$ cat config.mk
export PLATFORM = sky130hd
export DESIGN_NAME = uds_flash_session_security_fsm
export DESIGN_NICKNAME = d
export VERILOG_FILES = /design/src/sv/usfsm_pkg.sv /design/src/sv/usfsm_in_stage.sv /design/src/sv/usfsm_core.sv /design/src/sv/usfsm_out_stage.sv /design/src/sv/uds_flash_session_security_fsm.sv
export SDC_FILE = /design/constraint.sdc
export NUM_CORES = 1
export LEC_CHECK = 0
export BUFFER_PORTS_ARGS = -buffer_cell sky130_fd_sc_hd__buf_4
export CAP_MARGIN = 20
export CELL_PAD_IN_SITES_DETAIL_PLACEMENT = 1
export CELL_PAD_IN_SITES_GLOBAL_PLACEMENT = 1
export CORE_MARGIN = 10
export CORE_UTILIZATION = 45
export DETAILED_ROUTE_END_ITERATION = 10
export GPL_TIMING_DRIVEN = 1
export PLACE_DENSITY = 0.82
export SLEW_MARGIN = 20
export SYNTH_ARGS = -nofsm -noshare
export SYNTH_HDL_FRONTEND = slang
export SYNTH_HIERARCHICAL = 1
export SYNTH_SLANG_ARGS = --single-unit
$ cat constraint.sdc
create_clock -name clk -period 5.9 [get_ports clk]
set_clock_uncertainty 0.2 [all_clocks]
set_input_delay 1.18 -clock clk [delete_from_list [all_inputs] [get_ports clk]]
set_output_delay 1.18 -clock clk [all_outputs]
set_load 0.01 [all_outputs]
$ cat src/sv/usfsm_pkg.sv
`default_nettype none
// ----------------------------------------------------------------------------
// usfsm_pkg
// Shared codes, word types and flag decode for the flash session FSM.
// ----------------------------------------------------------------------------
package usfsm_pkg;

    // Session / programming states
    localparam logic [2:0] ST_DEFAULT     = 3'd0;
    localparam logic [2:0] ST_EXTENDED    = 3'd1;
    localparam logic [2:0] ST_PROG        = 3'd2;
    localparam logic [2:0] ST_SECURED     = 3'd3;
    localparam logic [2:0] ST_ERASED      = 3'd4;
    localparam logic [2:0] ST_DOWNLOADING = 3'd5;
    localparam logic [2:0] ST_PROGRAMMED  = 3'd6;
    localparam logic [2:0] ST_CHECKED     = 3'd7;

    // Event codes
    localparam logic [3:0] CMD_SESSION  = 4'd0;
    localparam logic [3:0] CMD_UNLOCK   = 4'd1;
    localparam logic [3:0] CMD_LOCK     = 4'd2;
    localparam logic [3:0] CMD_ERASE_OK = 4'd3;
    localparam logic [3:0] CMD_DL_START = 4'd4;
    localparam logic [3:0] CMD_DL_ABORT = 4'd5;
    localparam logic [3:0] CMD_EXIT_OK  = 4'd6;
    localparam logic [3:0] CMD_CHECK_OK = 4'd7;
    localparam logic [3:0] CMD_QUERY    = 4'd8;

    // Security levels
    localparam logic [1:0] LVL_NONE = 2'd0;
    localparam logic [1:0] LVL_L1   = 2'd1;
    localparam logic [1:0] LVL_L3   = 2'd2;

    // UDS session bytes
    localparam logic [7:0] SESS_PROGRAMMING = 8'h02;
    localparam logic [7:0] SESS_EXTENDED    = 8'h03;

    typedef struct packed {
        logic [3:0] cmd;
        logic [7:0] session_code;
        logic [1:0] sec_level;
    } item_t;

    typedef struct packed {
        logic [2:0] fsm_state;
        logic       accepted;
        logic       level_open;
        logic       security_unlocked;
        logic       may_access_security;
        logic       may_erase;
        logic       may_download;
        logic       may_transfer;
        logic       may_check;
    } result_t;

    function automatic logic is_unlocked(input logic [2:0] s);
        is_unlocked = (s >= ST_SECURED);
    endfunction

endpackage
`default_nettype wire

$ cat src/sv/usfsm_in_stage.sv
`default_nettype none
// ----------------------------------------------------------------------------
// usfsm_in_stage
// Input register: captures one event word and holds it until the core
// moves it into the result register.
// ----------------------------------------------------------------------------
module usfsm_in_stage
    import usfsm_pkg::*;
(
    input  wire         clk,
    input  wire         rst_n,
    input  wire         in_valid,
    output logic        in_ready,
    input  wire  item_t item,
    input  wire         advance,
    output logic        item_valid,
    output item_t       item_q
);

    logic  valid_reg;
    logic  valid_next;
    item_t item_reg;

    assign in_ready   = !valid_reg || advance;
    assign valid_next = (in_valid && in_ready) ? 1'b1 : (advance ? 1'b0 : valid_reg);

    always_ff @(posedge clk or negedge rst_n)
    begin
        if (!rst_n)
        begin
            valid_reg <= 1'b0;
        end
        else
        begin
            valid_reg <= valid_next;
        end
    end

    always_ff @(posedge clk)
    begin
        if (in_valid && in_ready)
        begin
            item_reg <= item;
        end
    end

    assign item_valid = valid_reg;
    assign item_q     = item_reg;

endmodule
`default_nettype wire

$ cat src/sv/usfsm_core.sv
`default_nettype none
// ----------------------------------------------------------------------------
// usfsm_core
// Session/security state registers and the event update. Produces the
// result word of the event being retired this cycle.
// ----------------------------------------------------------------------------
module usfsm_core
    import usfsm_pkg::*;
(
    input  wire         clk,
    input  wire         rst_n,
    input  wire         cfg_valid,
    input  wire  [1:0]  flash_unlock_level,
    input  wire         advance,
    input  wire  item_t item_q,
    output result_t     result
);

    logic [2:0] mode_reg;
    logic [2:0] mode_next;
    logic [1:0] ext_unlock_reg;
    logic [1:0] ext_unlock_next;
    logic [1:0] prog_unlock_reg;
    logic [1:0] prog_unlock_next;
    logic [1:0] fl_level_reg;
    logic       ok;
    logic       fl_valid;
    logic [1:0] cur_level;

    // only L1/L3 can secure the programming session
    assign fl_valid = (fl_level_reg == LVL_L1) || (fl_level_reg == LVL_L3);

    always_comb
    begin
        mode_next        = mode_reg;
        ext_unlock_next  = ext_unlock_reg;
        prog_unlock_next = prog_unlock_reg;
        ok               = 1'b1;
        case (item_q.cmd)
            CMD_SESSION:
            begin
                if (item_q.session_code == SESS_EXTENDED)
                begin
                    mode_next = ST_EXTENDED;
                end
                else if (item_q.session_code == SESS_PROGRAMMING)
                begin
                    mode_next = (fl_valid && prog_unlock_reg == fl_level_reg) ?
                                ST_SECURED : ST_PROG;
                end
                else
                begin
                    // default or unknown session drops both unlocks
                    ext_unlock_next  = LVL_NONE;
                    prog_unlock_next = LVL_NONE;
                    mode_next        = ST_DEFAULT;
                end
            end
            CMD_UNLOCK:
            begin
                if (item_q.sec_level inside {LVL_L1, LVL_L3})
                begin
                    if (mode_reg == ST_EXTENDED)
                    begin
                        ext_unlock_next = item_q.sec_level;
                    end
                    else
                    begin
                        prog_unlock_next = item_q.sec_level;
                        if (mode_reg == ST_PROG && fl_valid &&
                            item_q.sec_level == fl_level_reg)
                        begin
                            mode_next = ST_SECURED;
                        end
                    end
                end
            end
            CMD_LOCK:
            begin
                if (mode_reg == ST_EXTENDED)
                begin
                    ext_unlock_next = LVL_NONE;
                end
                else
                begin
                    prog_unlock_next = LVL_NONE;
                    if (is_unlocked(mode_reg))
                    begin
                        mode_next = ST_PROG;
                    end
                end
            end
            CMD_ERASE_OK:
            begin
                if (mode_reg inside {ST_SECURED, ST_ERASED, ST_PROGRAMMED, ST_CHECKED})
                begin
                    mode_next = ST_ERASED;
                end
                else
                begin
                    ok = 1'b0;
                end
            end
            CMD_DL_START:
            begin
                if (mode_reg == ST_ERASED)
                begin
                    mode_next = ST_DOWNLOADING;
                end
                else
                begin
                    ok = 1'b0;
                end
            end
            CMD_DL_ABORT:
            begin
                if (mode_reg inside {ST_DOWNLOADING, ST_ERASED})
                begin
                    mode_next = ST_SECURED;
                end
            end
            CMD_EXIT_OK:
            begin
                if (mode_reg == ST_DOWNLOADING)
                begin
                    mode_next = ST_PROGRAMMED;
                end
                else
                begin
                    ok = 1'b0;
                end
            end
            CMD_CHECK_OK:
            begin
                if (mode_reg == ST_PROGRAMMED)
                begin
                    mode_next = ST_CHECKED;
                end
                else
                begin
                    ok = 1'b0;
                end
            end
            CMD_QUERY:
            begin
                ok = 1'b1;
            end
            default:
            begin
                ok = 1'b0;
            end
        endcase
    end

    assign cur_level = (mode_next == ST_EXTENDED) ? ext_unlock_next : prog_unlock_next;

    always_comb
    begin
        result.fsm_state           = mode_next;
        result.accepted            = ok;
        result.level_open          = (item_q.sec_level == LVL_NONE) ||
                                     (mode_next != ST_DEFAULT &&
                                      cur_level == item_q.sec_level);
        result.security_unlocked   = is_unlocked(mode_next);
        result.may_access_security = (mode_next == ST_PROG) || (mode_next == ST_EXTENDED) ||
                                     is_unlocked(mode_next);
        result.may_erase           = mode_next inside {ST_SECURED, ST_ERASED,
                                                       ST_PROGRAMMED, ST_CHECKED};
        result.may_download        = (mode_next == ST_ERASED);
        result.may_transfer        = (mode_next == ST_DOWNLOADING);
        result.may_check           = (mode_next == ST_PROGRAMMED);
    end

    always_ff @(posedge clk or negedge rst_n)
    begin
        if (!rst_n)
        begin
            mode_reg        <= ST_DEFAULT;
            ext_unlock_reg  <= LVL_NONE;
            prog_unlock_reg <= LVL_NONE;
            fl_level_reg    <= LVL_L1;
        end
        else
        begin
            if (advance)
            begin
                mode_reg        <= mode_next;
                ext_unlock_reg  <= ext_unlock_next;
                prog_unlock_reg <= prog_unlock_next;
            end
            if (cfg_valid)
            begin
                fl_level_reg <= flash_unlock_level;
            end
        end
    end

endmodule
`default_nettype wire

$ cat src/sv/usfsm_out_stage.sv
`default_nettype none
// ----------------------------------------------------------------------------
// usfsm_out_stage
// Result register: holds one result word until the consumer takes it and
// tells the input side when the next event may retire.
// ----------------------------------------------------------------------------
module usfsm_out_stage
    import usfsm_pkg::*;
(
    input  wire           clk,
    input  wire           rst_n,
    input  wire           item_valid,
    input  wire  result_t result,
    output logic          advance,
    output logic          out_valid,
    input  wire           out_ready,
    output result_t       result_q
);

    logic    valid_reg;
    logic    valid_next;
    result_t result_reg;

    // retire when the slot is empty or being drained this cycle
    assign advance    = item_valid && (!valid_reg || out_ready);
    assign valid_next = advance ? 1'b1 : (out_ready ? 1'b0 : valid_reg);

    always_ff @(posedge clk or negedge rst_n)
    begin
        if (!rst_n)
        begin
            valid_reg <= 1'b0;
        end
        else
        begin
            valid_reg <= valid_next;
        end
    end

    always_ff @(posedge clk)
    begin
        if (advance)
        begin
            result_reg <= result;
        end
    end

    assign out_valid = valid_reg;
    assign result_q  = result_reg;

endmodule
`default_nettype wire

$ cat src/sv/uds_flash_session_security_fsm.sv
`default_nettype none
// ----------------------------------------------------------------------------
// uds_flash_session_security_fsm
// UDS flash-programming session and security state machine, one event word
// in, one result word out.
// ----------------------------------------------------------------------------
//  channel | handshake            | word
//  --------+----------------------+----------------------------------------
//  in      | in_valid / in_ready  | cmd, session_code, sec_level
//  out     | out_valid / out_ready| fsm_state, accepted, level_open, flags
//  cfg     | cfg_valid / cfg_ready| flash_unlock_level
//
//  One event per cycle sustained while the output is not stalled. The input
//  register feeds the state update, whose result word is captured in the
//  result register.
//  Reset: default state, no unlocks, flash_unlock_level = L1.
//  A stalled output holds its word; the input register still takes one more
//  word, then in_ready drops until the output drains. cfg_ready is always 1.
// ----------------------------------------------------------------------------
module uds_flash_session_security_fsm
    import usfsm_pkg::*;
(
    input  wire        clk,
    input  wire        rst_n,

    input  wire        in_valid,
    output logic       in_ready,
    input  wire  [3:0] cmd,
    input  wire  [7:0] session_code,
    input  wire  [1:0] sec_level,

    output logic       out_valid,
    input  wire        out_ready,
    output logic [2:0] fsm_state,
    output logic       accepted,
    output logic       level_open,
    output logic       security_unlocked,
    output logic       may_access_security,
    output logic       may_erase,
    output logic       may_download,
    output logic       may_transfer,
    output logic       may_check,

    input  wire        cfg_valid,
    output logic       cfg_ready,
    input  wire  [1:0] flash_unlock_level
);

    item_t   item;
    item_t   item_q;
    logic    item_valid;
    logic    advance;
    result_t result;
    result_t result_q;

    assign item.cmd          = cmd;
    assign item.session_code = session_code;
    assign item.sec_level    = sec_level;
    assign cfg_ready         = 1'b1;

    usfsm_in_stage u_in_stage (
        .clk        (clk),
        .rst_n      (rst_n),
        .in_valid   (in_valid),
        .in_ready   (in_ready),
        .item       (item),
        .advance    (advance),
        .item_valid (item_valid),
        .item_q     (item_q)
    );

    usfsm_core u_core (
        .clk                (clk),
        .rst_n              (rst_n),
        .cfg_valid          (cfg_valid),
        .flash_unlock_level (flash_unlock_level),
        .advance            (advance),
        .item_q             (item_q),
        .result             (result)
    );

    usfsm_out_stage u_out_stage (
        .clk        (clk),
        .rst_n      (rst_n),
        .item_valid (item_valid),
        .result     (result),
        .advance    (advance),
        .out_valid  (out_valid),
        .out_ready  (out_ready),
        .result_q   (result_q)
    );

    assign fsm_state           = result_q.fsm_state;
    assign accepted            = result_q.accepted;
    assign level_open          = result_q.level_open;
    assign security_unlocked   = result_q.security_unlocked;
    assign may_access_security = result_q.may_access_security;
    assign may_erase           = result_q.may_erase;
    assign may_download        = result_q.may_download;
    assign may_transfer        = result_q.may_transfer;
    assign may_check           = result_q.may_check;

endmodule
`default_nettype wire

==> impl_metrics.csv, run 1 <==
group,metric,value,unit
status,status,"completed",
power,vdd_ir_drop_max,0.1751,mV
clock_network,cts_hold_buf,0,
sta,final-setup-viol-count,0,
global_routing,grt_pass1_vias,1559,
synthesis,synth-edff-count,25,
layout,max_ffs_per_register,14,
clock_network,cts.sinks,36,
sta,max_clock_freq,0.2531,GHz
setup_path,critical_path_required,4520,ps
synthesis,synthFlopType,"edfxtp_1",
routing,wl,4592,microns
sta,slew-limit-headroom,35.49,%
routing,drt_pre_antenna_iters,4,
sta,worstMarginPinSlew,967.6,ps
setup_path,critical_path.slowest_cell,"and2_1",
synthesis,synth.cells.most_frequent,"edfxtp_1, nand2_1, a21oi_1, nor2_1, dfrtp_1",
sta,report.final.hold_viol_count,0,
setup_path,cp_max_fo,25,
clock_network,clkTransAtPathRegs,70,ps
layout,syn2layout_area_growth,17.85,%
routing,drt-initial-drc-count,226,
synthesis,avgSynthCellArea,11.34,sq um
clock_network,cts_inserted_buffers,5,
sta,rsz_0062_raised_after_global_routing,"no",
routing,dr_total_vias,1475,
synthesis,yosys_register_bits,36,
power,power.share.sequential,45.5,%
worst_hold_path,min-delay-start,"u_out_stage/out_valid$_DFFE_PN0P_",
routing,routedWlPerCell,18.67,microns
setup_path,cpLargestDelayFamily,"simple AND/OR/NAND/NOR gates",
setup_path,critical_path.most_common_cell,"buf_4",
sta,layout_min_cycle_time,3951,ps
clock_network,ctsLongestPathBuffers,2,
synthesis,synth_top_cell_by_area,"edfxtp_1",
global_routing,grt_antenna_before_repair,0,
clock_network,post_cts.resized_instances,0,
setup_path,cp_slowest_stage_delay,770,ps
power,comb_power_share,26.9,%
synthesis,share_of_flip_flops_with_an_asynchronous_set_or_reset,30.56,%
power,power.density,362.3,nW/um^2
floorplan,placeableCoreArea,4029,sq um
layout,final_nets,217,
synthesis,netlist.area_leader.share,39.66,%
synthesis,synthCells,167,
worst_hold_path,worst_hold_endpoint,"u_out_stage/out_valid$_DFFE_PN0P_",
global_routing,globalRouteTotalUtil,13.20,%
global_routing,wire_length_of_the_first_global_routing_pass,7803,microns
setup_path,critical_path.endpoint_type,"primary output",
synthesis,syn-num-nets,189,
clock_network,clock-root-buffer,"clkbuf_8",
floorplan,floorplan.initialDensity,46.99,%
placement,hpwl_after_dpl,3270,microns
clock_network,cts_htree_levels,2,
global_routing,gr-total-overflow,0,
setup_path,reg2reg_launch_point,"u_in_stage/item_q[10]$_DFFE_PP_",
layout,fraction_of_final_layout_cells_sized_beyond_drive_strength_1,29.08,%
clock_network,post_cts_buffers,0,
synthesis,yosys-top-cells-area,"edfxtp_1, dfrtp_1, nand2b_1, a21oi_1, nand2_1",
setup_path,setup.reg_to_reg.worst_slack,2940,ps
sta,slew_violations,0,
layout,layout.cells.non_filler,246,
setup_path,critical_path_arrival,2570,ps
sta,finalCritPeriodShare,66.96,%
power,switching_component_of_the_power,0.2531,mW
setup_path,category_of_the_worst_setup_path_launch_point,"input pin",
setup_path,worst_r2r_path_depth,7,
floorplan,num_rows,23,
power,clock_power_share,27.6,%
routing,antenna_violating_nets_left,0,
placement,dp_cells,238,
synthesis,synth-seq-area-share,54.26,%
floorplan,y_dimension_of_the_die,84.86,microns
setup_path,crit_path_start,"out_ready",
floorplan,top_level_ports,35,
synthesis,most_numerous_cell_in_the_yosys_netlist,"edfxtp_1",
synthesis,synth_area,1893,sq um
setup_path,critical_path.cell_chain,"buf_4 > nand2b_1 > and2_1 > nand2b_4 > buf_4",
floorplan,chipWidth,84.86,microns
worst_hold_path,min_path_cells,2,
routing,drc,0,
setup_path,regToRegEndpoint,"u_out_stage/result_q[6]$_DFFE_PP_",
routing,drt-vias-per-instance,5.996,
sta,final.setup.tns,0,ps
layout,n_antenna_cell,0,
synthesis,post_synth_num_cell_types,56,
power,switching_share,31.32,%
run,max_cap_viol_count,0,
placement,place_congestion,0.8808,
placement,numPortBuffers,33,
global_routing,grt_start_max_net_pins,26,
worst_hold_path,min-delay-path-class,"reg2reg",
clock_network,cts_tree,"done",
power,static-leakage-power,0.8892,nW
setup_path,critical_path_class,"in2out",
setup_path,critPathBufInv,2,
synthesis,synth_warnings,6,
power,intPower,0.5550,mW
clock_network,skew_pair_late_insertion_delay,290,ps
floorplan,die_area,7201,sq um
==> cell type report <==
type	instances	area, sq um
clock inverters	2	33.78
multi-input cells	111	742.0
flip-flops and latches	36	1027
repair buffers	33	247.7
inverters	8	35.03
clock buffers	6	82.58
well taps	50	62.56
fillers	451	1798
==> kinds of logic (layout without fill, tap and decap cells) <==
logic type	Yosys count	count (layout)	synth area share, %
simple gates	66	66	21.75
fa+ha+maj	1	1	0.6608
mux	4	4	2.313
buf+inv	20	49	6.544
flops	36	36	54.26
compound gates	39	39	14.28
other cells	1	1	0.1981
==> routing by layer <==
layer,vias to the layer above,track usage [%],wire (microns)
met4,0,5.689,110
li1,680,-,-
met3,10,5.067,353
met2,49,22.99,2382
met5,-,0,0
met1,736,13.86,1744
==> worst reg2reg max path: cells and delay by family (launching register included) <==
family / cells / cell delay, ps
compound gates: 5 / 1090
flops: 1 / 570
simple gates: 2 / 860
==> worst max path at each step <==
stage	depth (start not counted)	slack (ps)	endpoint
2_1_floorplan	3	2570	in_ready
3_3_place_gp	5	2060	in_ready
3_5_place_dp	5	1960	in_ready
4_1_cts	5	1950	in_ready
5_1_grt	5	1820	in_ready
6_report	5	1950	in_ready
==> metrics by stage <==
step | area, sq um | util, % | power [mW] | hold slack, ps | worst slack (ps)
floorplan | 1893 | - | 0.5201 | 295.9 | 2570
global placement | 2115 | 52.48 | 0.5694 | 295.4 | 2064
detailed placement | 2115 | 52.48 | 0.5852 | 313.1 | 1961
CTS | 2231 | 55.37 | 0.8111 | 347.0 | 1946
global route | 2231 | 55.37 | 0.8534 | 367.9 | 1822
finish | 2231 | 55.37 | 0.8082 | 334.8 | 1949
==> power groups by stage <==
stage	Clock [mW]	Sequential (mW)	Combinational [mW]
floorplan	0	0.351	0.170
CTS	0.226	0.367	0.218
global placement	0	0.367	0.203
detailed placement	0	0.371	0.214
global route	0.235	0.375	0.243
finish	0.223	0.368	0.218
==> cell usage in the layout (no fill, tap or decap), drive strengths merged, types with 2 or more instances in the layout <==
cell	synthesis	routed
a21o	2	2
a21oi	11	11
a31o	2	2
a32oi	4	4
and2	2	2
and3	3	3
buf	10	33
clkbuf	2	6
clkinv	1	2
dfrtp	10	10
edfxtp	25	25
inv	7	7
mux2	3	3
nand2	12	12
nand2b	10	10
nand3	4	4
nand4	2	2
nor2	11	11
nor3	6	6
nor4	2	2
nor4b	3	3
nor4bb	2	2
o21ai	6	6
o22ai	2	2
o31ai	3	3
(Power assumes the default switching activity.)
==> run 2, diff against run 1 <==
--- a/config.mk
+++ b/config.mk
@@ -10,10 +10,10 @@
 export CELL_PAD_IN_SITES_DETAIL_PLACEMENT = 1
 export CELL_PAD_IN_SITES_GLOBAL_PLACEMENT = 1
 export CORE_MARGIN = 10
-export CORE_UTILIZATION = 45
+export CORE_UTILIZATION = 39
 export DETAILED_ROUTE_END_ITERATION = 10
 export GPL_TIMING_DRIVEN = 1
-export PLACE_DENSITY = 0.82
+export PLACE_DENSITY = 0.75
 export SLEW_MARGIN = 20
 export SYNTH_ARGS = -nofsm -noshare
 export SYNTH_HDL_FRONTEND = slang
==> constraint.sdc (replaced) <==
create_clock -name clk -period 3.3 [get_ports clk]
set_clock_uncertainty 0.2 [all_clocks]
set_input_delay 0.66 -clock clk [delete_from_list [all_inputs] [get_ports clk]]
set_output_delay 0.66 -clock clk [all_outputs]
set_load 0.01 [all_outputs]
==> run 2 against run 1 <==
  * Critical path type is now reg2reg
  * Routed wire length fell by 3.0%
  * Cell area rose by 0.50%
  * Core utilization fell by 7.9 points
  * Cell count rose by 8.1%
  * Clock power rose by 36%
==> impl_metrics.csv, run 2 (same netlist as run 1, synthesis figures left out) <==
group,metric,value,unit
global_routing,grt_pass1_vias,1572,
power,intPower,0.9003,mW
setup_path,worst_r2r_path_depth,7,
routing,antenna_violating_nets_left,0,
placement,place_congestion,0.8506,
clock_network,skew_pair_late_insertion_delay,290,ps
routing,routedWlPerCell,16.75,microns
sta,report.final.hold_viol_count,0,
layout,final_core_util,47.47,%
power,power.share.sequential,48.7,%
sta,worstMarginPinSlew,574.7,ps
routing,drt-vias-per-instance,5.350,
floorplan,placeableCoreArea,4723,sq um
setup_path,cp_max_fo,12,
sta,rsz_0062_raised_after_global_routing,"no",
sta,final_critical_path_setup_slack,499.8,ps
setup_path,cp_slowest_stage_delay,590,ps
sta,final-setup-viol-count,0,
clock_network,post_cts_buffers,0,
worst_hold_path,worst_hold_endpoint,"u_in_stage/item_q[7]$_DFFE_PP_",
clock_network,clock-root-buffer,"clkbuf_8",
clock_network,cts.sinks,36,
sta,finalCritPeriodShare,84.86,%
global_routing,grt_start_max_net_pins,25,
layout,most-common-layout-cells,"buf_4, edfxtp_1, nand2_1, a21oi_1, nor2_1",
floorplan,floorplan.initialDensity,40.08,%
setup_path,critical_path_arrival,2650,ps
layout,mostFrequentLayoutCell,"buf_4",
power,static-leakage-power,0.8865,nW
setup_path,cpLargestDelayFamily,"compound AO/OA/AOI/OAI gates",
setup_path,critPathBufInv,0,
global_routing,grt_antenna_before_repair,0,
placement,numPortBuffers,33,
power,total_power,1.345,mW
clock_network,clkTransAtPathRegs,70,ps
floorplan,die_area,8041,sq um
clock_network,cts_htree_levels,2,
setup_path,crit_path_start,"u_in_stage/item_q[13]$_DFFE_PP_",
layout,max_ffs_per_register,14,
layout,n_antenna_cell,0,
clock_network,cts_tree,"done",
power,comb_power_share,28.7,%
placement,dp_cells,257,
global_routing,globalRouteTotalUtil,12.27,%
floorplan,y_dimension_of_the_die,89.67,microns
floorplan,top_level_ports,35,
placement,post_placement_worst_setup_slack,528.3,ps
global_routing,gr-total-overflow,0,
clock_network,cts_inserted_buffers,5,
setup_path,critical_path.slowest_cell,"or4b_4",
worst_hold_path,min_path_cells,1,
routing,drc,0,
setup_path,critical_path_required,3150,ps
routing,drt-initial-drc-count,108,
power,clock_power_share,22.5,%
sta,slew-limit-headroom,61.69,%
sta,max_clock_freq,0.3571,GHz
placement,hpwl_after_dpl,3383,microns
setup_path,reg2reg_launch_point,"u_in_stage/item_q[13]$_DFFE_PP_",
setup_path,regToRegEndpoint,"u_out_stage/result_q[6]$_DFFE_PP_",
worst_hold_path,min-delay-start,"session_code[5]",
setup_path,critical_path_class,"reg2reg",
placement,placed_cell_area,2151,sq um
routing,drt_pre_antenna_iters,4,
global_routing,wire_length_of_the_first_global_routing_pass,7610,microns
setup_path,category_of_the_worst_setup_path_launch_point,"flop",
layout,layout.cells.non_filler,266,
layout,fraction_of_final_layout_cells_sized_beyond_drive_strength_1,29.15,%
layout,syn2layout_area_growth,18.44,%
setup_path,critical_path.endpoint_type,"flop",
worst_hold_path,min-delay-path-class,"in2reg",
power,switching_share,33.08,%
sta,layout_min_cycle_time,2800,ps
floorplan,chipWidth,89.67,microns
floorplan,num_rows,25,
setup_path,setup.reg_to_reg.worst_slack,500,ps
status,status,"completed",
power,switching_component_of_the_power,0.4450,mW
sta,slew_violations,0,
routing,dr_total_vias,1423,
power,power.density,600.0,nW/um^2
setup_path,critical_path.cell_chain,"or4b_4 > o31a_1 > o21ai_0 > a32oi_1 > and3_4 > o22a_1 > a31o_1",
layout,final_nets,220,
run,max_cap_viol_count,0,
power,vdd_ir_drop_max,0.2159,mV
layout,finish.instance_area,2242,sq um
sta,final.setup.tns,0,ps
clock_network,ctsLongestPathBuffers,2,
routing,wl,4456,microns
sta,holdWs,338.4,ps
run 2: cell type report:
| type | instances | area, sq um |
|---|---|---|
| inverters | 8 | 35.03 |
| clock buffers | 7 | 76.32 |
| multi-input cells | 111 | 742.0 |
| clock inverters | 1 | 5.005 |
| well taps | 67 | 83.83 |
| fillers | 518 | 2481 |
| repair buffers | 36 | 272.8 |
| flip-flops and latches | 36 | 1027 |
run 2: power groups by stage:
stage	sequential (mW)	combinational [mW]	clock, mW
floorplan	0.627	0.303	0
global route	0.666	0.434	0.335
global placement	0.658	0.374	0
finish	0.656	0.386	0.303
detailed placement	0.665	0.388	0
CTS	0.656	0.391	0.316
run 2: timing repair:
| item | 4_1_cts | 5_1_grt |
|---|---|---|
| gates resized for setup | 0 | 0 |
| hold buffers | 1 | 0 |
| hold endpoints to repair | 10 | 0 |
run 2: how the worst max path moves through the flow:
| stage | to | slack [ps] | cells past startpoint |
|---|---|---|---|
| 2_1_floorplan | u_out_stage/result_q[6]$_DFFE_PP_ | 810 | 8 |
| 3_3_place_gp | u_out_stage/result_q[6]$_DFFE_PP_ | 610 | 7 |
| 3_5_place_dp | u_out_stage/result_q[6]$_DFFE_PP_ | 530 | 7 |
| 4_1_cts | u_out_stage/result_q[6]$_DFFE_PP_ | 510 | 7 |
| 5_1_grt | u_out_stage/result_q[6]$_DFFE_PP_ | 350 | 7 |
| 6_report | u_out_stage/result_q[6]$_DFFE_PP_ | 500 | 7 |
run 2: metal layers:
layer  GRT usage, %  wire length [microns]
met1          12.99                   1836
met2          20.45                   2199
met3          4.874                    305
met4          6.792                    114
met5              0                      0
==> run 3, diff against run 2 <==
--- a/config.mk
+++ b/config.mk
@@ -10,10 +10,10 @@
 export CELL_PAD_IN_SITES_DETAIL_PLACEMENT = 1
 export CELL_PAD_IN_SITES_GLOBAL_PLACEMENT = 1
 export CORE_MARGIN = 10
-export CORE_UTILIZATION = 39
+export CORE_UTILIZATION = 43
 export DETAILED_ROUTE_END_ITERATION = 10
 export GPL_TIMING_DRIVEN = 1
-export PLACE_DENSITY = 0.75
+export PLACE_DENSITY = 0.78
 export SLEW_MARGIN = 20
 export SYNTH_ARGS = -nofsm -noshare
 export SYNTH_HDL_FRONTEND = slang
==> constraint.sdc (replaced) <==
create_clock -name clk -period 2.6 [get_ports clk]
set_clock_uncertainty 0.2 [all_clocks]
set_input_delay 0.52 -clock clk [delete_from_list [all_inputs] [get_ports clk]]
set_output_delay 0.52 -clock clk [all_outputs]
set_load 0.01 [all_outputs]
==> run 3 against run 2 <==
  * The flow now finishes with violations (setup timing)
  * Non-clock buffer count rose by 13
  * Largest cell class unchanged
  * Largest power group unchanged
  * Hold slack got worse by 130 ps
  * Global-route usage rose by 0.22 points
  * Critical path type unchanged
  * Cell area rose by 6.0%
==> impl_metrics.csv, run 3 (same netlist as run 1, synthesis figures left out) <==
group,metric,value,unit
status,status,"finished, violations left",
status,violations,"setup timing",
clock_network,ctsLongestPathBuffers,2,
clock_network,skew_pair_late_insertion_delay,280,ps
floorplan,y_dimension_of_the_die,86.35,microns
layout,mostFrequentLayoutCell,"buf_4",
sta,holdWs,206.7,ps
global_routing,gr-total-overflow,0,
clock_network,clock-root-buffer,"clkbuf_8",
setup_path,category_of_the_worst_setup_path_launch_point,"flop",
power,vdd_ir_drop_max,0.4087,mV
sta,layout_min_cycle_time,2616,ps
layout,final.fill_count,484,
floorplan,num_rows,24,
global_routing,grt_antenna_before_repair,0,
routing,wl,5005,microns
power,power.density,763.2,nW/um^2
power,comb_power_share,34.8,%
power,static-leakage-power,0.9678,nW
power,intPower,1.198,mW
run,max_cap_viol_count,0,
power,power.share.sequential,44.4,%
routing,routedWlPerCell,18.96,microns
placement,numPortBuffers,33,
clock_network,clkTransAtPathRegs,70,ps
power,total_power,1.813,mW
worst_hold_path,min-delay-path-class,"in2reg",
setup_path,cp_max_fo,4,
global_routing,grt_pass1_vias,1553,
clock_network,cts_tree,"done",
power,switching_share,33.96,%
setup_path,critical_path_arrival,2570,ps
global_routing,grt_start_max_net_pins,25,
placement,place_congestion,0.7949,
layout,area_of_the_multi_input_gates,797.0,sq um
sta,max_clock_freq,0.3822,GHz
sta,finalCritPeriodShare,100.6,%
sta,slew_violations,0,
floorplan,top_level_ports,35,
setup_path,critical_path_required,2560,ps
routing,drt_pre_antenna_iters,4,
placement,dp_cells,251,
layout,max_ffs_per_register,14,
global_routing,wire_length_of_the_first_global_routing_pass,7562,microns
layout,storage_cell_area,1028,sq um
layout,most-common-layout-cells,"buf_4, edfxtp_1, nand2_1, a21oi_1, nor2_1",
setup_path,critical_path_class,"reg2reg",
clock_network,cts_htree_levels,2,
sta,rsz_0062_raised_after_global_routing,"yes",
layout,fraction_of_final_layout_cells_sized_beyond_drive_strength_1,36.79,%
layout,n_antenna_cell,0,
clock_network,cts_inserted_buffers,5,
sta,final_critical_path_setup_slack,-16.29,ps
routing,dr_total_vias,1504,
layout,final_nets,233,
routing,antenna_violating_nets_left,0,
placement,hpwl_after_dpl,3472,microns
sta,final-setup-viol-count,1,
floorplan,die_area,7456,sq um
routing,drt-initial-drc-count,146,
floorplan,placeableCoreArea,4294,sq um
routing,drt-vias-per-instance,5.697,
power,switching_component_of_the_power,0.6157,mW
setup_path,critical_path.endpoint_type,"flop",
layout,final_core_util,55.33,%
layout,layout.cells.non_filler,264,
clock_network,cts.sinks,36,
layout,syn2layout_area_growth,25.51,%
floorplan,floorplan.initialDensity,44.09,%
power,clock_power_share,20.8,%
sta,report.final.hold_viol_count,0,
global_routing,globalRouteTotalUtil,12.49,%
floorplan,chipWidth,86.35,microns
routing,drc,0,
## run 3: cell types whose count changed in the layout (fill, tap and decap cells not counted), moves of 2 or more
cell and change:
o22ai_1 -2, o21ai_0 -2, clkinv_1 +2, o22ai_2 +2, buf_4 +13
## run 3: worst paths after layout
check | to | startpoint | slack [ps] | depth (start not counted)
max | u_out_stage/result_q[6]$_DFFE_PP_ | u_in_stage/item_q[10]$_DFFE_PP_ | -20 | 7
min reg2reg | u_out_stage/out_valid$_DFFE_PN0P_ | u_out_stage/out_valid$_DFFE_PN0P_ | 350 | 2
max in group asynchronous | u_core/fl_level_reg[0]$_DFFE_PN1P_ | rst_n | 1550 | 2
min in group asynchronous | u_core/ext_unlock_reg[0]$_DFFE_PN0P_ | rst_n | 420 | 2
max reg2reg | u_out_stage/result_q[6]$_DFFE_PP_ | u_in_stage/item_q[10]$_DFFE_PP_ | -20 | 7
min | u_in_stage/item_q[5]$_DFFE_PP_ | session_code[3] | 210 | 1
## run 3: area by class of cell
| type | count | area share [%] |
|---|---|---|
| clock inverter | 2 | 0.3160 |
| tap | 52 | 2.738 |
| clock buffer | 6 | 3.054 |
| inverter | 8 | 1.474 |
| timing repair buffer | 49 | 15.59 |
| sequential | 36 | 43.29 |
| multi-input combinational | 111 | 33.54 |
## run 3: critical path, cell delays in order, from the launching register on
cell and delay, ps:
edfxtp_1 390, or4b_4 580, nor4_4 340, o31ai_4 130
and3_4 200, o21ai_0 300, o22a_1 210, a31o_1 140
## run 3: what timing repair did
item / 4_1_cts / 5_1_grt
gates resized for setup: 1 / 11
setup endpoints to repair: 1 / 1
hold endpoints to repair: 10 / 0
hold buffers: 1 / 0
pin swaps: 0 / 8
setup buffers: 0 / 4
## run 3: per-layer routing
layer	vias up	routed length (microns)	global-route usage [%]
met4	0	76	3.682
met3	8	319	5.253
met5	-	0	0
met1	736	1975	14.35
met2	54	2634	20.67
li1	706	-	-
## run 3: through the flow
| stage | setup WS [ps] | TNS (ps) | area, sq um |
|---|---|---|---|
| after floorplan | 110.6 | 0 | 1893 |
| after global placement | 87.40 | 0 | 2200 |
| after detailed placement | 7.324 | 0 | 2200 |
| after CTS | 4.565 | 0 | 2298 |
| after global routing | -114.0 | -114.0 | 2376 |
| final | -16.29 | -16.29 | 2376 |
## run 3: power groups by stage
| stage | Clock (mW) | Combinational [mW] | Sequential [mW] |
|---|---|---|---|
| 2_1_floorplan | 0 | 0.385 | 0.795 |
| 3_3_place_gp | 0 | 0.537 | 0.803 |
| 3_5_place_dp | 0 | 0.565 | 0.814 |
| 4_1_cts | 0.383 | 0.570 | 0.803 |
| 5_1_grt | 0.415 | 0.685 | 0.817 |
| 6_report | 0.376 | 0.631 | 0.806 |
